`src/hdl/sem_pkg.sv`:
```
// Shared types, constants and helper functions of the Sobel edge magnitude block.
package sem_pkg;

  localparam int MAX_WIDTH_DEFAULT = 2048;
  localparam int PIXEL_W = 8;
  localparam int CFG_W = 12;
  localparam int MAG_W = 11;
  localparam int MIN_WIDTH = 3;
  localparam logic [CFG_W-1:0] LINE_WIDTH_RESET = 12'd2048;

  // row count saturates once the window spans three rows
  localparam logic [1:0] ROW_FULL = 2'd2;

  // position flags of one pixel, from the counter unit to the datapath
  typedef struct packed {
    logic [1:0] row;
    logic       interior;
    logic       last;
  } pix_pos_t;

  // line width clamped to the supported range
  function automatic int eff_width(input logic [CFG_W-1:0] v, input int max_w);
    int w;
    w = int'(v);
    if (w < MIN_WIDTH) w = MIN_WIDTH;
    if (w > max_w) w = max_w;
    return w;
  endfunction

  // saturating row increment
  function automatic logic [1:0] row_inc(input logic [1:0] r);
    return (r == ROW_FULL) ? ROW_FULL : r + 2'd1;
  endfunction

endpackage

```
`src/hdl/sem_pixel_ctrl.sv`:
```
// Line width register and column / row counters of the pixel stream.
module sem_pixel_ctrl
  import sem_pkg::*;
#(
  parameter int MAX_WIDTH = MAX_WIDTH_DEFAULT,
  parameter int CW = $clog2(MAX_WIDTH)
) (
  input  logic             clk,
  input  logic             rst,
  input  logic             cfg_we,
  input  logic [CFG_W-1:0] cfg_data,
  input  logic             adv,
  input  logic             frame_start,
  output logic [CW-1:0]    col,
  output pix_pos_t         pos
);

  localparam int WW = $clog2(MAX_WIDTH + 1);

  logic [WW-1:0] width;
  logic [CW-1:0] column_count, column_count_next;
  logic [1:0]    row_count, row_count_next;
  logic [CW-1:0] cc0;
  logic [1:0]    rc0;
  logic          wrap;

  // effective width, clamped at write time
  always_ff @(posedge clk) begin
    if (rst) begin
      width <= WW'(eff_width(LINE_WIDTH_RESET, MAX_WIDTH));
    end else if (cfg_we) begin
      width <= WW'(eff_width(cfg_data, MAX_WIDTH));
    end
  end

  // position of the arriving pixel and the counts after it
  always_comb begin
    cc0 = frame_start ? '0 : column_count;
    rc0 = frame_start ? '0 : row_count;
    // a shrunk width starts a new row
    wrap = (WW'(cc0) >= width);
    col = wrap ? '0 : cc0;
    pos.row = wrap ? row_inc(rc0) : rc0;
    pos.interior = (pos.row == ROW_FULL) && (col >= CW'(2));
    pos.last = (WW'(col) == width - WW'(1));
    column_count_next = pos.last ? '0 : col + CW'(1);
    row_count_next = pos.last ? row_inc(pos.row) : pos.row;
  end

  always_ff @(posedge clk) begin
    if (rst) begin
      column_count <= '0;
      row_count <= '0;
    end else if (adv) begin
      column_count <= column_count_next;
      row_count <= row_count_next;
    end
  end

endmodule

```
`config.mk`:
```
export PLATFORM = sky130hd
export DESIGN_NAME = sem_pixel_ctrl
export DESIGN_NICKNAME = d
export VERILOG_FILES = /design/src/hdl/sem_pkg.sv /design/src/hdl/sem_pixel_ctrl.sv
export SDC_FILE = /design/constraint.sdc
export NUM_CORES = 1
export LEC_CHECK = 0
export BUFFER_PORTS_ARGS = -buffer_cell sky130_fd_sc_hd__buf_2
export CAP_MARGIN = 20
export CORE_ASPECT_RATIO = 0.7
export CORE_MARGIN = 3
export CORE_UTILIZATION = 55
export CTS_BUF_LIST = sky130_fd_sc_hd__clkbuf_16
export DETAILED_ROUTE_END_ITERATION = 8
export PLACE_DENSITY_LB_ADDON = 0.08
export REMOVE_ABC_BUFFERS = 1
export SETUP_SLACK_MARGIN = 0.2
export SKIP_CTS_REPAIR_TIMING = 1
export SYNTH_ARGS = -nofsm -noshare
export SYNTH_HDL_FRONTEND = slang
export SYNTH_SLANG_ARGS = --single-unit
```
`constraint.sdc`:
```
create_clock -name clk -period 11.26 [get_ports clk]
set_clock_uncertainty 0.2 [all_clocks]
set_input_delay 3.378 -clock clk [delete_from_list [all_inputs] [get_ports clk]]
set_output_delay 3.378 -clock clk [all_outputs]
set_load 0.01 [all_outputs]
```
Word-level counts from Yosys, hierarchy flattened:

Index checks and enable logic that the tools add are counted.

* flip-flop bits (word level): 25
* output and inout bits: 15

* equality and inequality tests: 3
* muxes and demuxes: 12
* add/sub/neg operators: 4
* $lt $le $gt $ge: 4
* reduce and logical (&&, ||, !) cells: 1

Operators with widths (number)
* 2-to-1 mux 32 bit: 2
* 2-to-1 mux 11 bit: 3
* greater-than comparator 32 x 13 -> 1 bit, second input constant: 1
* 2-to-1 mux 12 bit: 2
* equality test 11 x 12 -> 1 bit: 1
* greater-or-equal comparator 11 x 12 -> 1 bit: 1
* less-than comparator 12 x 2 -> 1 bit, second input constant: 1
* subtractor 12 x 1 -> 12 bit, second input constant: 1
* adder 11 x 1 -> 11 bit, second input constant: 1
* greater-or-equal comparator 11 x 2 -> 1 bit, second input constant: 1
* 2-to-1 mux 2 bit: 5
* adder 2 x 1 -> 2 bit, second input constant: 2
* equality test 2 bit, second input constant: 2
* logical AND 1 bit: 1

Longest topological paths before layout:

* depth in word-level cells: 7
* mapped depth: 17
* gate-level depth less buffers: 16

Worst setup path before layout:

No wires, ideal clock.

* path kind: input-to-output
* from: in frame_start
* to: out pos[0] (netlist bit)
* cell stages on the path: 15
* slack: 1279 ps
* buffers on the path: 3
* required time: 7682 ps
* data arrival time: 6403 ps
* cells stage by stage: clkbuf_1 > inv_1 > nand2_1 > inv_1 > ha_1 > a211o_1 > a31oi_2 > o21ai_2 > a21oi_2 > a21oi_1 > or4_4 > or4_1 > buf_2 > buf_6 > inv_1

RTL lines
* start, declared: line sem_pixel_ctrl.sv:13 `input logic frame_start,`
* end, declared: line sem_pixel_ctrl.sv:15 `output pix_pos_t pos`

==> reports/metrics.yaml <==
cp_data_arrival_time_ps: 6830
cp.required_ps: 7680
tightest_slew_ps: 731
initial_core_util_pct: 59.3
period_share_pct: 92.4
final_antenna_net_count: 0
slew_viol_final: 0
diodes: 0
worst_setup_path_end_kind: "output port"
power_density_mw_per_mm2: 92.1
synth_area_per_cell_um2: 7.70
synth_edf_count: 0
reg2reg_slack_ps: 7150
io_buffer_count: 31
multi_input_comb_area_mm2: 0.00152
dieArea_mm2: 0.00476
intPower_mw: 0.158
die_x_um: 81.2
leakage_nw: 1.03
num_io_pins: 32
grt_usage_pct: 25.9
core_area_mm2: 0.00367
ys.warnings.count: 0
hold_path_end: "column_count[0]"
cts_buffers: 3
drive_above_1_share_pct: 17.2
grt_max_degree: 26
final_util_pct: 66.4
finalSetupViolations: 0
yosysUniqueCellTypes: 58
clockBufferDepth: 2
p_clk_share_pct: 36.3
fmax_mhz: 96.1
drt_iter0_markers: 214
synthArstFlopShare_pct: 0
synth_top_area_share_pct: 23.0
grt_pass1_wl_um: 9460
grt.overflow.total: 0
num_rows: 18
finalWirelength_um: 5700
fin_cells: 359
ir_drop_uv: 92.0
grt_antenna_before_repair: 0
p_switching_mw: 0.0667
worstReg2RegEnd: "row_count[1]"
hold_viol: 0
cts.sinks: 25
syn_to_final_growth_pct: 11.8
htree_levels: 1
cts_root_buf: "clkbuf_16"
first_pass_iters: 5
critPathLaunch: "frame_start"
synth_top_cell_by_area: "dfxtp_1"
gp_congestion: 0.979
avgRoutedWirePerCell_um: 15.9
min_path_cells: 2
hold_start: "column_count[0]"
fillCellCount: 326
reg2reg_from: "column_count[2]"
syn-cell-area_mm2: 0.00218
path_max_fanout: 14
yosysMostFrequentCell: "nor2_1"
clk_latency_ps: 270
via_per_inst: 6.03
slew_headroom_pct: 51.1
reg2regPathDepth: 12
rsz0062_at_grt: "false"
drc: 0
seqPwrFrac_pct: 41.5
synth_top_flop_cell: "dfxtp_1"
dp.cells: 355
grt_pass1_vias: 1914
synth-seq-cells: 25
die_h_um: 58.7
synth_area_leaders: "dfxtp_1, ha_1, nor2_1"
syn_inst: 283
crit_type: "primary input to output port"
synth_top_cells_by_count: "nor2_1, inv_1, dfxtp_1"
seqCellArea_um2: 500
outcome: "completed"
setup_tns_ps: 0
cap_violations: 0
clkTransAtPathRegs_ps: 60
yosysSeqAreaShare_pct: 23.0
tritoncts: "yes"
min_period_ps: 10400
critPathLaunchType: "primary input"
swShare_pct: 29.8
final_nets: 344
min-delay-path-class: "flip-flop to flip-flop"
pwr-share-comb_pct: 22.2
dp_hpwl_um: 4560
vias: 2163
==> kinds of logic after synthesis <==
| group | Yosys count | share of synthesized area, % |
|---|---|---|
| buffers and inverters | 39 | 7.12 |
| muxes | 8 | 3.85 |
| AOI/OAI and AO/OA | 63 | 23.7 |
| DFF | 25 | 23.0 |
| xor gates and xnor gates | 14 | 5.63 |
| adders and majority gates | 17 | 9.76 |
| and+or+nand+nor | 117 | 27.0 |
==> flip-flops by register name, indices dropped and copies added (netlist names) <==
signal and flops:
width 12, row_count 2, column_count 11
==> how the worst max path moves through the flow <==
| stage | to | cells past startpoint |
|---|---|---|
| after floorplan | pos[0] | 10 |
| after global placement | pos[0] | 14 |
| after detailed placement | pos[0] | 15 |
| after CTS | pos[0] | 15 |
| after global routing | pos[0] | 15 |
| final | pos[0] | 15 |
==> cells in the final DEF (no fill, tap or decap), drive strengths merged, types with 2 or more instances in the layout <==
cell,instances
nor2,39
nand4,5
a211oi,2
a21boi,2
and2,4
mux2,3
a21oi,18
o211ai,3
o31ai,2
o41ai,3
o21ai,5
and3,2
mux2i,5
nor3,7
nor3b,2
inv,29
xor2,2
a2bb2oi,9
dfxtp,25
nor2b,9
nor4,6
nand3b,3
a31oi,2
buf,32
clkbuf,3
xnor2,12
a22oi,6
ha,17
nand2b,2
or4,2
nand3,10
nand2,21
==> critical path, cell delays in order <==
cell and delay [ps]:
buf_2 220, inv_1 160, nand2_1 130, inv_1 100, ha_1 210, a211o_1 280
a31oi_2 250, o21ai_2 180, a21oi_2 160, buf_4 180, a21oi_1 70, or4_4 520
or4_1 720, inv_1 120, buf_2 130
==> routing by layer <==
layer / wire [um] / global-route usage (%) / vias to the layer above
li1: - / - / 1062
met1: 2940 / 40.6 / 1018
met2: 2270 / 36.4 / 77
met3: 448 / 4.74 / 6
met4: 40 / 5.78 / 0
met5: 0 / 0 / -
==> area by class of cell <==
type                       instances  share of cell area (%)
sequential                        25                    20.5
clock inverter                     1                   0.154
timing repair buffer              32                    6.68
tap                               50                    2.57
inverter                          29                    4.47
multi-input combinational        219                    62.5
clock buffer                       3                    3.08
==> through the flow <==
step / hold slack (ps) / worst slack [ps] / power (mW) / area, um^2
detailed placement: 259 / 917 / 0.144 / 2360
global placement: 260 / 1010 / 0.143 / 2360
CTS: 268 / 911 / 0.224 / 2440
finish: 260 / 856 / 0.224 / 2440
global route: 291 / 675 / 0.235 / 2440
floorplan: 230 / 1540 / 0.128 / 2130
==> power groups by stage <==
stage	registers (mW)	clock network, mW	logic, mW
after floorplan	0.0943	0	0.0336
after global placement	0.0950	0	0.0482
after detailed placement	0.0951	0	0.0485
after CTS	0.0930	0.0825	0.0488
after global routing	0.0935	0.0862	0.0550
final	0.0930	0.0815	0.0498
No activity file was read; power rests on OpenSTA's default activity.
