===== src/hdl/sem_pkg.sv =====
// Shared types, constants and helper functions of the Sobel edge magnitude block.
package sem_pkg;

  localparam int MAX_WIDTH_DEFAULT = 2048;
  localparam int PIXEL_W = 8;
  localparam int CFG_W = 12;
  localparam int MAG_W = 11;
  localparam int MIN_WIDTH = 3;
  localparam logic [CFG_W-1:0] LINE_WIDTH_RESET = 12'd2048;

  // row count saturates once the window spans three rows
  localparam logic [1:0] ROW_FULL = 2'd2;

  // position flags of one pixel, from the counter unit to the datapath
  typedef struct packed {
    logic [1:0] row;
    logic       interior;
    logic       last;
  } pix_pos_t;

  // line width clamped to the supported range
  function automatic int eff_width(input logic [CFG_W-1:0] v, input int max_w);
    int w;
    w = int'(v);
    if (w < MIN_WIDTH) w = MIN_WIDTH;
    if (w > max_w) w = max_w;
    return w;
  endfunction

  // saturating row increment
  function automatic logic [1:0] row_inc(input logic [1:0] r);
    return (r == ROW_FULL) ? ROW_FULL : r + 2'd1;
  endfunction

endpackage


===== src/hdl/sem_kernel.sv =====
// 3x3 window registers and the Sobel X/Y gradient L1 magnitude.
module sem_kernel
  import sem_pkg::*;
(
  input  logic               clk,
  input  logic               rst,
  input  logic               shift,
  input  logic [PIXEL_W-1:0] top,
  input  logic [PIXEL_W-1:0] mid,
  input  logic [PIXEL_W-1:0] bot,
  output logic [MAG_W-1:0]   magnitude
);

  // entries 0..2: column c-2, 3..5: column c-1, top to bottom
  logic [PIXEL_W-1:0] win [6];
  logic signed [11:0] tl, ml, bl, tm, bm, tr, mr, br;
  logic signed [11:0] gx, gy;
  logic [11:0] ax, ay;

  // window shift, one column per pixel
  always_ff @(posedge clk) begin
    if (rst) begin
      for (int i = 0; i < 6; i++) begin
        win[i] <= '0;
      end
    end else if (shift) begin
      win[0] <= win[3];
      win[1] <= win[4];
      win[2] <= win[5];
      win[3] <= top;
      win[4] <= mid;
      win[5] <= bot;
    end
  end

  // gradients and magnitude
  always_comb begin
    tl = $signed({4'b0, win[0]});
    ml = $signed({4'b0, win[1]});
    bl = $signed({4'b0, win[2]});
    tm = $signed({4'b0, win[3]});
    bm = $signed({4'b0, win[5]});
    tr = $signed({4'b0, top});
    mr = $signed({4'b0, mid});
    br = $signed({4'b0, bot});
    gx = (tr - tl) + ((mr - ml) <<< 1) + (br - bl);
    gy = (bl + (bm <<< 1) + br) - (tl + (tm <<< 1) + tr);
    ax = gx[11] ? 12'(-gx) : 12'(gx);
    ay = gy[11] ? 12'(-gy) : 12'(gy);
    magnitude = ax[MAG_W-1:0] + ay[MAG_W-1:0];
  end

endmodule


===== config.mk =====
export PLATFORM = sky130hd
export DESIGN_NAME = sem_kernel
export DESIGN_NICKNAME = d
export VERILOG_FILES = /design/src/hdl/sem_pkg.sv /design/src/hdl/sem_kernel.sv
export SDC_FILE = /design/constraint.sdc
export NUM_CORES = 1
export LEC_CHECK = 0
export ABC_AREA = 1
export BUFFER_PORTS_ARGS = -buffer_cell sky130_fd_sc_hd__buf_2
export CAP_MARGIN = 25
export CORE_UTILIZATION = 60
export DETAILED_ROUTE_END_ITERATION = 7
export PLACE_DENSITY = 0.79
export REMOVE_ABC_BUFFERS = 1
export SETUP_SLACK_MARGIN = 0.2
export SLEW_MARGIN = 20
export SYNTH_ARGS = -nofsm -noshare
export SYNTH_HDL_FRONTEND = slang
export SYNTH_SLANG_ARGS = --single-unit

===== constraint.sdc =====
create_clock -name clk -period 7.6 [get_ports clk]
set_clock_uncertainty 0.2 [all_clocks]
set_input_delay 1.14 -clock clk [delete_from_list [all_inputs] [get_ports clk]]
set_output_delay 1.14 -clock clk [all_outputs]
set_load 0.005 [all_outputs]

# --- Yosys cells after proc, flatten, opt, wreduce, memory -nomap -nowiden ---
# Memories as Yosys holds them, arrays and structs flattened.
# Cells that the tools add are included.
op_classes:
  add_sub_neg: 13
  muxes: 13
  bitwise_logic: 6
op_table:
  columns: ["cell", "n"]
  rows:
  - ["8-bit 2-to-1 mux", 6]
  - ["8-bit by 8-bit subtractor with 9-bit output", 3]
  - ["10-bit by 8-bit adder with 11-bit output", 2]
  - ["11-bit 2-to-1 mux", 2]
  - ["11-bit negation", 2]
  - ["8-bit by 9-bit adder with 10-bit output", 2]
  - ["11-bit by 9-bit adder with 12-bit output", 1]
  - ["11-bit by 11-bit subtractor with 12-bit output", 1]
  - ["11-bit adder", 1]
  - ["9-bit by 10-bit adder with 11-bit output", 1]
  - ["1-bit bitwise OR", 6]
  - ["1-bit 2-to-1 mux", 5]
totals:
  regBits: 0
  mem_bits_rw: 48
  input_bits: 27
  output_inout_bits: 11
  word_cells: 33
  mem_count: 1
memory_table:
  columns: ["memory", "words", "word_bits", "rd", "rd_clocked_by_memory_dff", "wr", "line", "source"]
  rows:
  - ["win", 6, 8, 6, 0, 6, "sem_kernel.sv:15", "logic [PIXEL_W-1:0] win [6];"]

# --- Depth between registers and ports, before layout ---
# Gate-level depths: netlist of run 1.
# An unclocked memory read counts as a cell.
depth:
  ltp_word: 7
  mapped_depth: 39
  ltp_nobuf: 39

# --- Least setup slack after synthesis of run 1 ---
# Ideal clock, no wire load.
synth_timing:
  kind: "input-to-output"
  startpoint: "input top[0]"
  endpoint: "output magnitude[9]"
  t_arrival_ps: 5907
  path_slack_ps: 353
  path_stages: 37
  cell_sequence: "inv_1 -> ha_1 -> inv_1 -> fa_1 -> a21oi_1 -> o21ai_0 -> a21oi_1 -> nor2_1 -> nor2_1 -> nor2_1 -> o21a_1 -> nor2_1 -> inv_1 -> fa_1 -> inv_1 -> ha_1 -> inv_1 -> nor3_1 -> a21oi_2 -> inv_1 -> nand2_1 -> nand2_2 -> inv_1 -> nor2_1 -> xor2_1 -> inv_1 -> ha_1 -> inv_1 -> o21bai_1 -> nand3_1 -> nand2_1 -> nand3_1 -> nand2_1 -> a21oi_1 -> nor2_1 -> nor2_1 -> xnor2_1"
synth_via:
  elab_chain_len: 6
synth_lines:
  columns: ["element", "line", "source"]
  rows:
  - ["start: declaration", "sem_kernel.sv:8", "input logic [PIXEL_W-1:0] top,"]
  - ["8-bit by 8-bit subtractor with 9-bit output", "sem_kernel.sv:46", "gx = (tr - tl) + ((mr - ml) <<< 1) + (br - bl);"]
  - ["9-bit by 10-bit adder with 11-bit output", "sem_kernel.sv:46", null]
  - ["11-bit by 9-bit adder with 12-bit output", "sem_kernel.sv:46", null]
  - ["11-bit negation", "sem_kernel.sv:48", "ax = gx[11] ? 12'(-gx) : 12'(gx);"]
  - ["11-bit 2-to-1 mux", "sem_kernel.sv:48", null]
  - ["11-bit adder *", "sem_kernel.sv:50", "magnitude = ax[MAG_W-1:0] + ay[MAG_W-1:0];"]
  - ["end: declaration", "sem_kernel.sv:11", "output logic [MAG_W-1:0] magnitude"]
# Mark *: on every way between the ends. The rest lies on a longest branch, timed or not.

# --- Worst setup path in the final report of run 1 ---
layout_timing:
  startpoint: "input bot[0]"
  endpoint: "output magnitude[9]"
layout_via:
  elab_chain_len: 5
layout_lines:
  columns: ["element", "line", "source"]
  rows:
  - ["start: declaration", "sem_kernel.sv:10", "input logic [PIXEL_W-1:0] bot,"]
  - ["10-bit by 8-bit adder with 11-bit output or 8-bit by 8-bit subtractor with 9-bit output (tied branches)", "sem_kernel.sv:47, sem_kernel.sv:46", null]
  - ["11-bit by 11-bit subtractor with 12-bit output or 11-bit by 9-bit adder with 12-bit output (tied branches)", "sem_kernel.sv:47, sem_kernel.sv:46", null]
  - ["11-bit negation (on tied branches)", "sem_kernel.sv:49, sem_kernel.sv:48", null]
  - ["11-bit 2-to-1 mux (on tied branches)", "sem_kernel.sv:49, sem_kernel.sv:48", null]
  - ["11-bit adder *", "sem_kernel.sv:50", null]
# Marks and branches as above.

==> metrics.md, run 1 <==
| Metric | Value |
|---|---|
| Finish-stage setup viols | 0 |
| Clock-pin slew reported for the worst setup and hold paths after clock tree synthesis | 0.10 ns |
| Post-detailed-route wirelength per cell | 13.9 um |
| Transition at the pin with the smallest max-transition slack | 0.607 ns |
| Element type at the critical path start | primary input |
| Ant diodes | 0 |
| Initial antenna violation count | 0 |
| Total number of vias | 4871 |
| Number of cell rows | 35 |
| Final hold vios | 0 |
| Instance area after placement | 0.00625 mm2 |
| Mapped Avg Cell Area | 8.01 um2 |
| Detailed-routing iteration count for the pre-antenna-repair pass | 4 |
| Library cell used as clock root buffer | sky130_fd_sc_hd__clkbuf_8 |
| Number of global-route vias before repair | 4893 |
| Flip-flop and latch count after synthesis | 48 |
| Source of the worst register-to-register timing path | win[0][42]$_SDFFCE_PN0P_ |
| Number of pins with negative max-slew slack in the final report | 0 |
| Largest fanout of any net on the critical path | 6 |
| Share of the synthesized area in compound gates (AO/OA/AOI/OAI) | 6.76% |
| Main combinational cell family by area after synthesis | adder cells |
| Sequential fraction of the synthesis area | 25.1% |
| Hold Path Class | flop to flop |
| Floorplan die area | 0.00997 mm2 |
| TritonCTS clock tree | yes |
| Area occupied by multi-input gates | 0.00394 mm2 |
| Count of maximum capacitance violations | 0 |
| Category of the worst setup path capture point | output port |
| Relative slew margins | 59.5% |
| Port Buffer Count | 37 |
| Fraction of layout cells with a size suffix above 1 | 27.9% |
| Largest register by flop count | win |
| Sequential cell area | 0.00144 mm2 |
| Overall Global Routing Usage | 26.2% |
| Yosys top cell by area | sky130_fd_sc_hd__edfxtp_1 |
| Simple-gate share of the synthesized area | 19.0% |
| Fin cells | 951 |
| Worst hold start | win[0][32]$_SDFFCE_PN0P_ |
| Cell area after layout | 0.00718 mm2 |
| Leading cell types by total area after synthesis | sky130_fd_sc_hd__edfxtp_1 25%, sky130_fd_sc_hd__fa_1 16%, sky130_fd_sc_hd__inv_1 13%, sky130_fd_sc_hd__ha_1 13%, sky130_fd_sc_hd__nand2_1 6.5% |
| Slowest-stage cell, CP | sky130_fd_sc_hd__fa_1 |
| Outcome | complete, no violations |
| Global-route wire length before repair | 20600 um |
| Final HPWL DP | 9440 um |
| Antenna-violating nets left | 0 |
| Largest net degree at the start of global routing | 49 |
| Dominant cell type by count on the critical path | sky130_fd_sc_hd__nor2_2 |
| Launching element of the worst setup path | bot[0] |
| Worst stage delay on the critical path | 0.45 ns |
| Final-layout fill cell count | 626 |
| Post-CTS Hold Buffers | 0 |
| Commonest non-fill, non-tap cell in the layout | sky130_fd_sc_hd__inv_1 |
| Mapped Cells | 717 |
| Starting DRC count in detailed routing | 178 |
| Buffers from clock root to sink, at most | 2 |
| Fmax | 0.136 GHz |
| Time the worst path needs with I/O delays and setup | 7.38 ns |
| Cell count after placement | 902 |
| GRT overflow | 0 |
| Endpoint arrival time on the critical path | 6.04 ns |
| Layout Area Growth over Synthesis | 25.0% |
| Chip width | 99.8 um |
| Registers with the most flip-flops | win (48) |
| Count of boundary I/O pins | 38 |
| Routability Congestion | 0.862 |
| Final worst-path cycle share | 97.1% |
| Clock latency at the later pin of the worst-skew pair | 0.31 ns |
| Xor/xnor cell area share of the yosys netlist | 6.97% |
| Multiplexer area fraction after synthesis | 0% |
| Total wirelength of the detailed-routed design | 13200 um |
| Most frequent cells in the layout | 185 x sky130_fd_sc_hd__inv_1, 86 x sky130_fd_sc_hd__nand2_1, 78 x sky130_fd_sc_hd__nor2_1, 50 x sky130_fd_sc_hd__buf_4, 48 x sky130_fd_sc_hd__edfxtp_1 |
| DIE HEIGHT | 99.8 um |
| Via-per-instance ratio | 5.12 |
| Mapped Area | 0.00574 mm2 |
| Netlist cell types | 35 |
| Starting utilization of the core area | 62.1% |
| Clock net sink count | 48 |
| Unrepaired setup endpoints after global routing | yes |
| Core Box Area | 0.00924 mm2 |
| Path type of the worst setup path | primary input to output port |
| Max reg flops | 48 |
| CTS buffer count | 5 |
| # DRC | 0 |
| Required time of the critical path | 6.26 ns |
| Adder and majority cell fraction of the synthesized area | 28.5% |
| Top-area cell type share of the netlist area | 25.1% |
| Fin nets | 952 |
| # H-tree levels | 2 |
| Yosys warning count | 0 |
-- cells in the mapped netlist --
cell type and n:
sky130_fd_sc_hd__o2111ai_1 1, sky130_fd_sc_hd__inv_2 4, sky130_fd_sc_hd__nand2_2 11, sky130_fd_sc_hd__nand4_1 5, sky130_fd_sc_hd__clkbuf_1 3, sky130_fd_sc_hd__o21ai_2 1, sky130_fd_sc_hd__xor2_2 2, sky130_fd_sc_hd__buf_1 2
sky130_fd_sc_hd__o31ai_1 1, sky130_fd_sc_hd__nand3b_1 6, sky130_fd_sc_hd__nor3_1 3, sky130_fd_sc_hd__fa_1 45, sky130_fd_sc_hd__nor2_1 87, sky130_fd_sc_hd__a21oi_1 35, sky130_fd_sc_hd__edfxtp_1 48, sky130_fd_sc_hd__a21o_1 1
sky130_fd_sc_hd__o211ai_1 1, sky130_fd_sc_hd__a31oi_1 1, sky130_fd_sc_hd__nor2_4 2, sky130_fd_sc_hd__o21ai_0 10, sky130_fd_sc_hd__o21bai_1 6, sky130_fd_sc_hd__ha_1 59, sky130_fd_sc_hd__a21boi_1 1, sky130_fd_sc_hd__nand3_2 4
sky130_fd_sc_hd__inv_1 199, sky130_fd_sc_hd__o21a_1 3, sky130_fd_sc_hd__nand2_1 99, sky130_fd_sc_hd__xnor2_1 18, sky130_fd_sc_hd__a21oi_2 3, sky130_fd_sc_hd__xor2_1 24, sky130_fd_sc_hd__nand3_1 25, sky130_fd_sc_hd__nand3_4 1
sky130_fd_sc_hd__or2_2 1, sky130_fd_sc_hd__o21ai_1 3, sky130_fd_sc_hd__nand2_4 2
-- timing repair --
action / 4_1_cts / 5_1_grt
setup buffers: 24 / 16
resized for setup: 46 / 88
pin swaps: 36 / 61
setup endpoints to repair: 7 / 8
-- routing by layer --
| metal | share of wire [%] | routed length (um) | vias up | track usage (%) |
|---|---|---|---|---|
| met3 | 3.0 | 396 | 37 | 3.62 |
| li1 | - | - | 2392 | - |
| met1 | 41 | 5420 | 2346 | 29.9 |
| met5 | 0 | 0 | - | 0 |
| met2 | 53 | 7030 | 96 | 49.8 |
| met4 | 2.8 | 365 | 0 | 9.05 |
-- cell type report --
| cell class | instances | share of cell area [%] |
|---|---|---|
| Inverter | 203 | 10.9 |
| Clock inverter | 3 | 0.349 |
| Sequential cell | 48 | 20.1 |
| Tap cell | 129 | 2.25 |
| Clock buffer | 5 | 0.959 |
| Timing Repair Buffer | 102 | 10.7 |
| Multi-Input combinational cell | 461 | 54.8 |
-- cell families after synthesis --
logic type,after synthesis
simple gates,246
buf+inv,208
fa+ha+maj,104
compound gates,67
flops,48
xor+xnor,44
-- worst paths after layout --
| path | cells after the start | slack (ns) | end |
|---|---|---|---|
| worst max-delay path | 36 | 0.22 | magnitude[9] |
| worst min-delay path | 2 | 0.36 | win[0][8]$_SDFFCE_PN0P_ |
| worst max register to register | 2 | 6.59 | win[0][18]$_SDFFCE_PN0P_ |
| worst min register to register | 2 | 0.36 | win[0][8]$_SDFFCE_PN0P_ |
-- critical path, delay by kind of cell --
family                   cells  cell delay (ns)
AO/OA/AOI/OAI                7             1.10
buffers and inverters        8             0.80
XOR/XNOR                     2             0.28
AND/OR/NAND/NOR             14             1.24
adder cells (fa/ha/maj)      5             1.49
-- stage by stage --
step / hold WS, ns / worst slack, ns / TNS [ns] / utilization, %
floorplan: 0.319 / 0.353 / 0 / -
global placement: 0.326 / -0.0259 / -0.0259 / 67.6
detailed placement: 0.345 / -0.161 / -0.633 / 67.6
CTS: 0.368 / 0.0824 / 0 / 72.6
global route: 0.390 / -0.000638 / -0.000638 / 77.7
finish: 0.360 / 0.222 / 0 / 77.7
Power of run 1 is not shown: default switching activity piles up to over one toggle a cycle in this logic, so the estimate is an artifact.
==> inputs of run 2 (changes only) <==
--- a/config.mk
+++ b/config.mk
@@ -5,7 +5,8 @@
 export SDC_FILE = /design/constraint.sdc
 export NUM_CORES = 1
 export LEC_CHECK = 0
-export ABC_AREA = 1
+export ABC_AREA = 0
+export ABC_CLOCK_PERIOD_IN_PS = 7600
 export BUFFER_PORTS_ARGS = -buffer_cell sky130_fd_sc_hd__buf_2
 export CAP_MARGIN = 25
 export CORE_UTILIZATION = 60
==> run 2 against run 1 <==
Maximum frequency down 12%. Routed wire length up 17%. The flow now finishes with violations (setup timing). First-iteration DRC count up 78%. Global-route usage up 6.3 points. Sequential share of layout area up 0.49 points. Via count down 2.8%. Worst hold slack worse by 0.026 ns. Highest routed layer unchanged. Register-to-register slack worse by 0.02 ns. Critical path type unchanged. Critical path depth down 5. Worst setup slack worse by 1.0 ns. Flip-flop and latch count unchanged.
==> metrics.md, run 2 <==
| Metric | Value |
|---|---|
| Clock-pin slew reported for the worst setup and hold paths after clock tree synthesis | 0.10 ns (about the same) |
| Top-area cell type share of the netlist area | 26.9% (was 25.1%) |
| Most repeated cell in the gate-level netlist after synthesis | sky130_fd_sc_hd__inv_1 (unchanged) |
| Dominant cell type by count on the critical path | sky130_fd_sc_hd__xor2_1 (was sky130_fd_sc_hd__nor2_2) |
| Total wirelength of the detailed-routed design | 15400 um (was 13200 um) |
| Max reg flops | 48 (unchanged) |
| Count of maximum capacitance violations | 0 (unchanged) |
| Global-route wire length before repair | 22400 um (was 20600 um) |
| Routability Congestion | 0.866 (was 0.862) |
| Via-per-instance ratio | 5.84 (was 5.12) |
| Category of the worst setup path capture point | output port (unchanged) |
| Final-layout fill cell count | 471 (was 626) |
| Largest net degree at the start of global routing | 49 (unchanged) |
| Leading cell types by total area after synthesis | sky130_fd_sc_hd__edfxtp_1 27%, sky130_fd_sc_hd__fa_1 17%, sky130_fd_sc_hd__ha_1 14%, sky130_fd_sc_hd__inv_1 9.2%, sky130_fd_sc_hd__and2_1 5.7% (was sky130_fd_sc_hd__edfxtp_1 25%, sky130_fd_sc_hd__fa_1 16%, sky130_fd_sc_hd__inv_1 13%, sky130_fd_sc_hd__ha_1 13%, sky130_fd_sc_hd__nand2_1 6.5%) |
| Yosys warning count | 0 (unchanged) |
| Violated checks | setup timing |
| Worst stage delay on the critical path | 0.57 ns (was 0.45 ns) |
| Ant diodes | 0 (unchanged) |
| Path type of the worst setup path | primary input to output port (unchanged) |
| DIE HEIGHT | 96.4 um (was 99.8 um) |
| Clock net sink count | 48 (unchanged) |
| Endpoint arrival time on the critical path | 7.05 ns (was 6.04 ns) |
| Element type at the critical path start | primary input (unchanged) |
| Initial antenna violation count | 0 (unchanged) |
| Core Box Area | 0.00868 mm2 (was 0.00924 mm2) |
| Setup slack at placement | -0.802 ns (was -0.161 ns) |
| Hold slack | 0.334 ns (was 0.360 ns) |
| Post-synthesis async set-or-reset flop share | 0% (unchanged) |
| Slowest-stage cell, CP | sky130_fd_sc_hd__fa_1 (unchanged) |
| Number of cell rows | 34 (was 35) |
| Total negative slack | -2.30 ns (was 0 ns) |
| Fmax | 0.119 GHz (was 0.136 GHz) |
| Relative slew margins | 57.0% (was 59.5%) |
| Sequential fraction of the synthesis area | 26.9% (was 25.1%) |
| Buffers from clock root to sink, at most | 2 (unchanged) |
| Synth Flop Type | sky130_fd_sc_hd__edfxtp_1 (unchanged) |
| Commonest non-fill, non-tap cell in the layout | sky130_fd_sc_hd__inv_1 (unchanged) |
| Flip-flop and latch count after synthesis | 48 (unchanged) |
| Final hold vios | 0 (unchanged) |
| Mapped Cells | 555 (was 717) |
| Required time of the critical path | 6.26 ns (about the same) |
| Transition at the pin with the smallest max-transition slack | 0.645 ns (was 0.607 ns) |
| Floorplan die area | 0.00930 mm2 (was 0.00997 mm2) |
| Post-detailed-route wirelength per cell | 19.0 um (was 13.9 um) |
| GRT overflow | 0 (unchanged) |
| Hold Path Class | flop to flop (unchanged) |
| Library cell used as clock root buffer | sky130_fd_sc_hd__clkbuf_8 (unchanged) |
| Starting DRC count in detailed routing | 317 (was 178) |
| Starting utilization of the core area | 61.6% (was 62.1%) |
| Worst setup margin | -0.793 ns (was 0.222 ns) |
| Yosys top cell by area | sky130_fd_sc_hd__edfxtp_1 (unchanged) |
| Number of pins with negative max-slew slack in the final report | 0 (unchanged) |
| TritonCTS clock tree | yes (unchanged) |
| # H-tree levels | 2 (unchanged) |
| Detailed-routing iteration count for the pre-antenna-repair pass | 6 (was 4) |
| Antenna-violating nets left | 0 (unchanged) |
| Post-synth EDFFs | 48 (unchanged) |
| Outcome | finished with violations (was complete, no violations) |
| Layout Area Growth over Synthesis | 30.9% (was 25.0%) |
| Number of global-route vias before repair | 4863 (was 4893) |
| Largest fanout of any net on the critical path | 5 (was 6) |
| Largest register by flop count | win (unchanged) |
| Mapped Area | 0.00535 mm2 (was 0.00574 mm2) |
| Fraction of layout cells with a size suffix above 1 | 32.7% (was 27.9%) |
| Port Buffer Count | 37 (unchanged) |
| Mapped Avg Cell Area | 9.64 um2 (was 8.01 um2) |
| # DRC | 0 (unchanged) |
| Clock latency at the later pin of the worst-skew pair | 0.33 ns (was 0.31 ns) |
| Most frequent cells in the layout | 123 x sky130_fd_sc_hd__inv_1, 106 x sky130_fd_sc_hd__buf_4, 49 x sky130_fd_sc_hd__ha_1, 48 x sky130_fd_sc_hd__and2_1, 48 x sky130_fd_sc_hd__edfxtp_1 (was 185 x sky130_fd_sc_hd__inv_1, 86 x sky130_fd_sc_hd__nand2_1, 78 x sky130_fd_sc_hd__nor2_1, 50 x sky130_fd_sc_hd__buf_4, 48 x sky130_fd_sc_hd__edfxtp_1) |
| Chip width | 96.4 um (was 99.8 um) |
| Registers with the most flip-flops | win (48) (unchanged) |
| Time the worst path needs with I/O delays and setup | 8.39 ns (was 7.38 ns) |
| Netlist cell types | 45 (was 35) |
| Count of boundary I/O pins | 38 (unchanged) |
| Final HPWL DP | 8940 um (was 9440 um) |
| Commonest cells post-synth | 131 x sky130_fd_sc_hd__inv_1, 59 x sky130_fd_sc_hd__ha_1, 49 x sky130_fd_sc_hd__and2_1 (was 199 x sky130_fd_sc_hd__inv_1, 99 x sky130_fd_sc_hd__nand2_1, 87 x sky130_fd_sc_hd__nor2_1) |
| Final worst-path cycle share | 110% (was 97.1%) |
| Post-CTS Hold Buffers | 0 (unchanged) |
| Overall Global Routing Usage | 32.4% (was 26.2%) |
| Finish-stage setup viols | 5 (was 0) |
| Fin nets | 833 (was 952) |
| Total number of vias | 4736 (was 4871) |
| Unrepaired setup endpoints after global routing | yes (unchanged) |
| CTS buffer count | 5 (unchanged) |
## run 2: per-layer routing
layer / GRT usage (%) / up-vias / share of wire [%]
met5: 0 / - / 0
met4: 17.8 / 0 / 7.9
met3: 5.32 / 141 / 6.2
met2: 60.4 / 271 / 51
met1: 34.9 / 2251 / 35
li1: - / 2073 / -
## run 2: worst max-delay path, delay by kind of cell
| family | cells | cell delay, ns |
|---|---|---|
| adders and majority gates | 4 | 1.42 |
| muxes | 1 | 0.15 |
| buffers and inverters | 6 | 0.72 |
| and+or+nand+nor | 6 | 1.09 |
| xor gates and xnor gates | 5 | 1.09 |
| AOI/OAI and AO/OA | 9 | 1.42 |
## run 2: kinds of logic after synthesis
| family | Yosys count | share of synthesized area, % |
|---|---|---|
| AOI/OAI and AO/OA | 81 | 9.45 |
| xor gates and xnor gates | 57 | 9.33 |
| adders and majority gates | 104 | 30.6 |
| buffers and inverters | 137 | 9.61 |
| DFF | 48 | 26.9 |
| muxes | 3 | 0.678 |
| and+or+nand+nor | 125 | 13.4 |
## run 2: final timing paths
| check | startpoint | to | slack [ns] | cells past startpoint |
|---|---|---|---|---|
| max | bot[2] | magnitude[10] | -0.79 | 31 |
| min reg2reg | win[0][38]$_SDFFCE_PN0P_ | win[0][14]$_SDFFCE_PN0P_ | 0.33 | 1 |
| min | win[0][38]$_SDFFCE_PN0P_ | win[0][14]$_SDFFCE_PN0P_ | 0.33 | 1 |
| max reg2reg | win[0][42]$_SDFFCE_PN0P_ | win[0][18]$_SDFFCE_PN0P_ | 6.57 | 1 |
## run 2: area by class of cell
cell class | instances | area, um2 | share of cell area (%)
Timing Repair Buffer | 145 | 1030 | 14.6
Multi-Input combinational cell | 370 | 3810 | 54.4
Clock buffer | 5 | 68.8 | 0.982
Inverter | 132 | 503 | 7.18
Tap cell | 108 | 135 | 1.93
Clock inverter | 3 | 21.3 | 0.304
Sequential cell | 48 | 1440 | 20.6
## run 2: metrics by stage
stage	instances	area, um2	util (%)
floorplan	550	5330	-
global placement	770	6220	71.6
detailed placement	770	6220	71.6
CTS	804	6800	78.4
global route	811	7010	80.7
finish	811	7010	80.7
## run 2: repair_timing
action,in CTS,in global routing
buffers inserted,26,7
resized for setup,70,29
endpoints found under the setup margin,8,8
pin swaps,53,42
Power of run 2 is left out for the same reason.
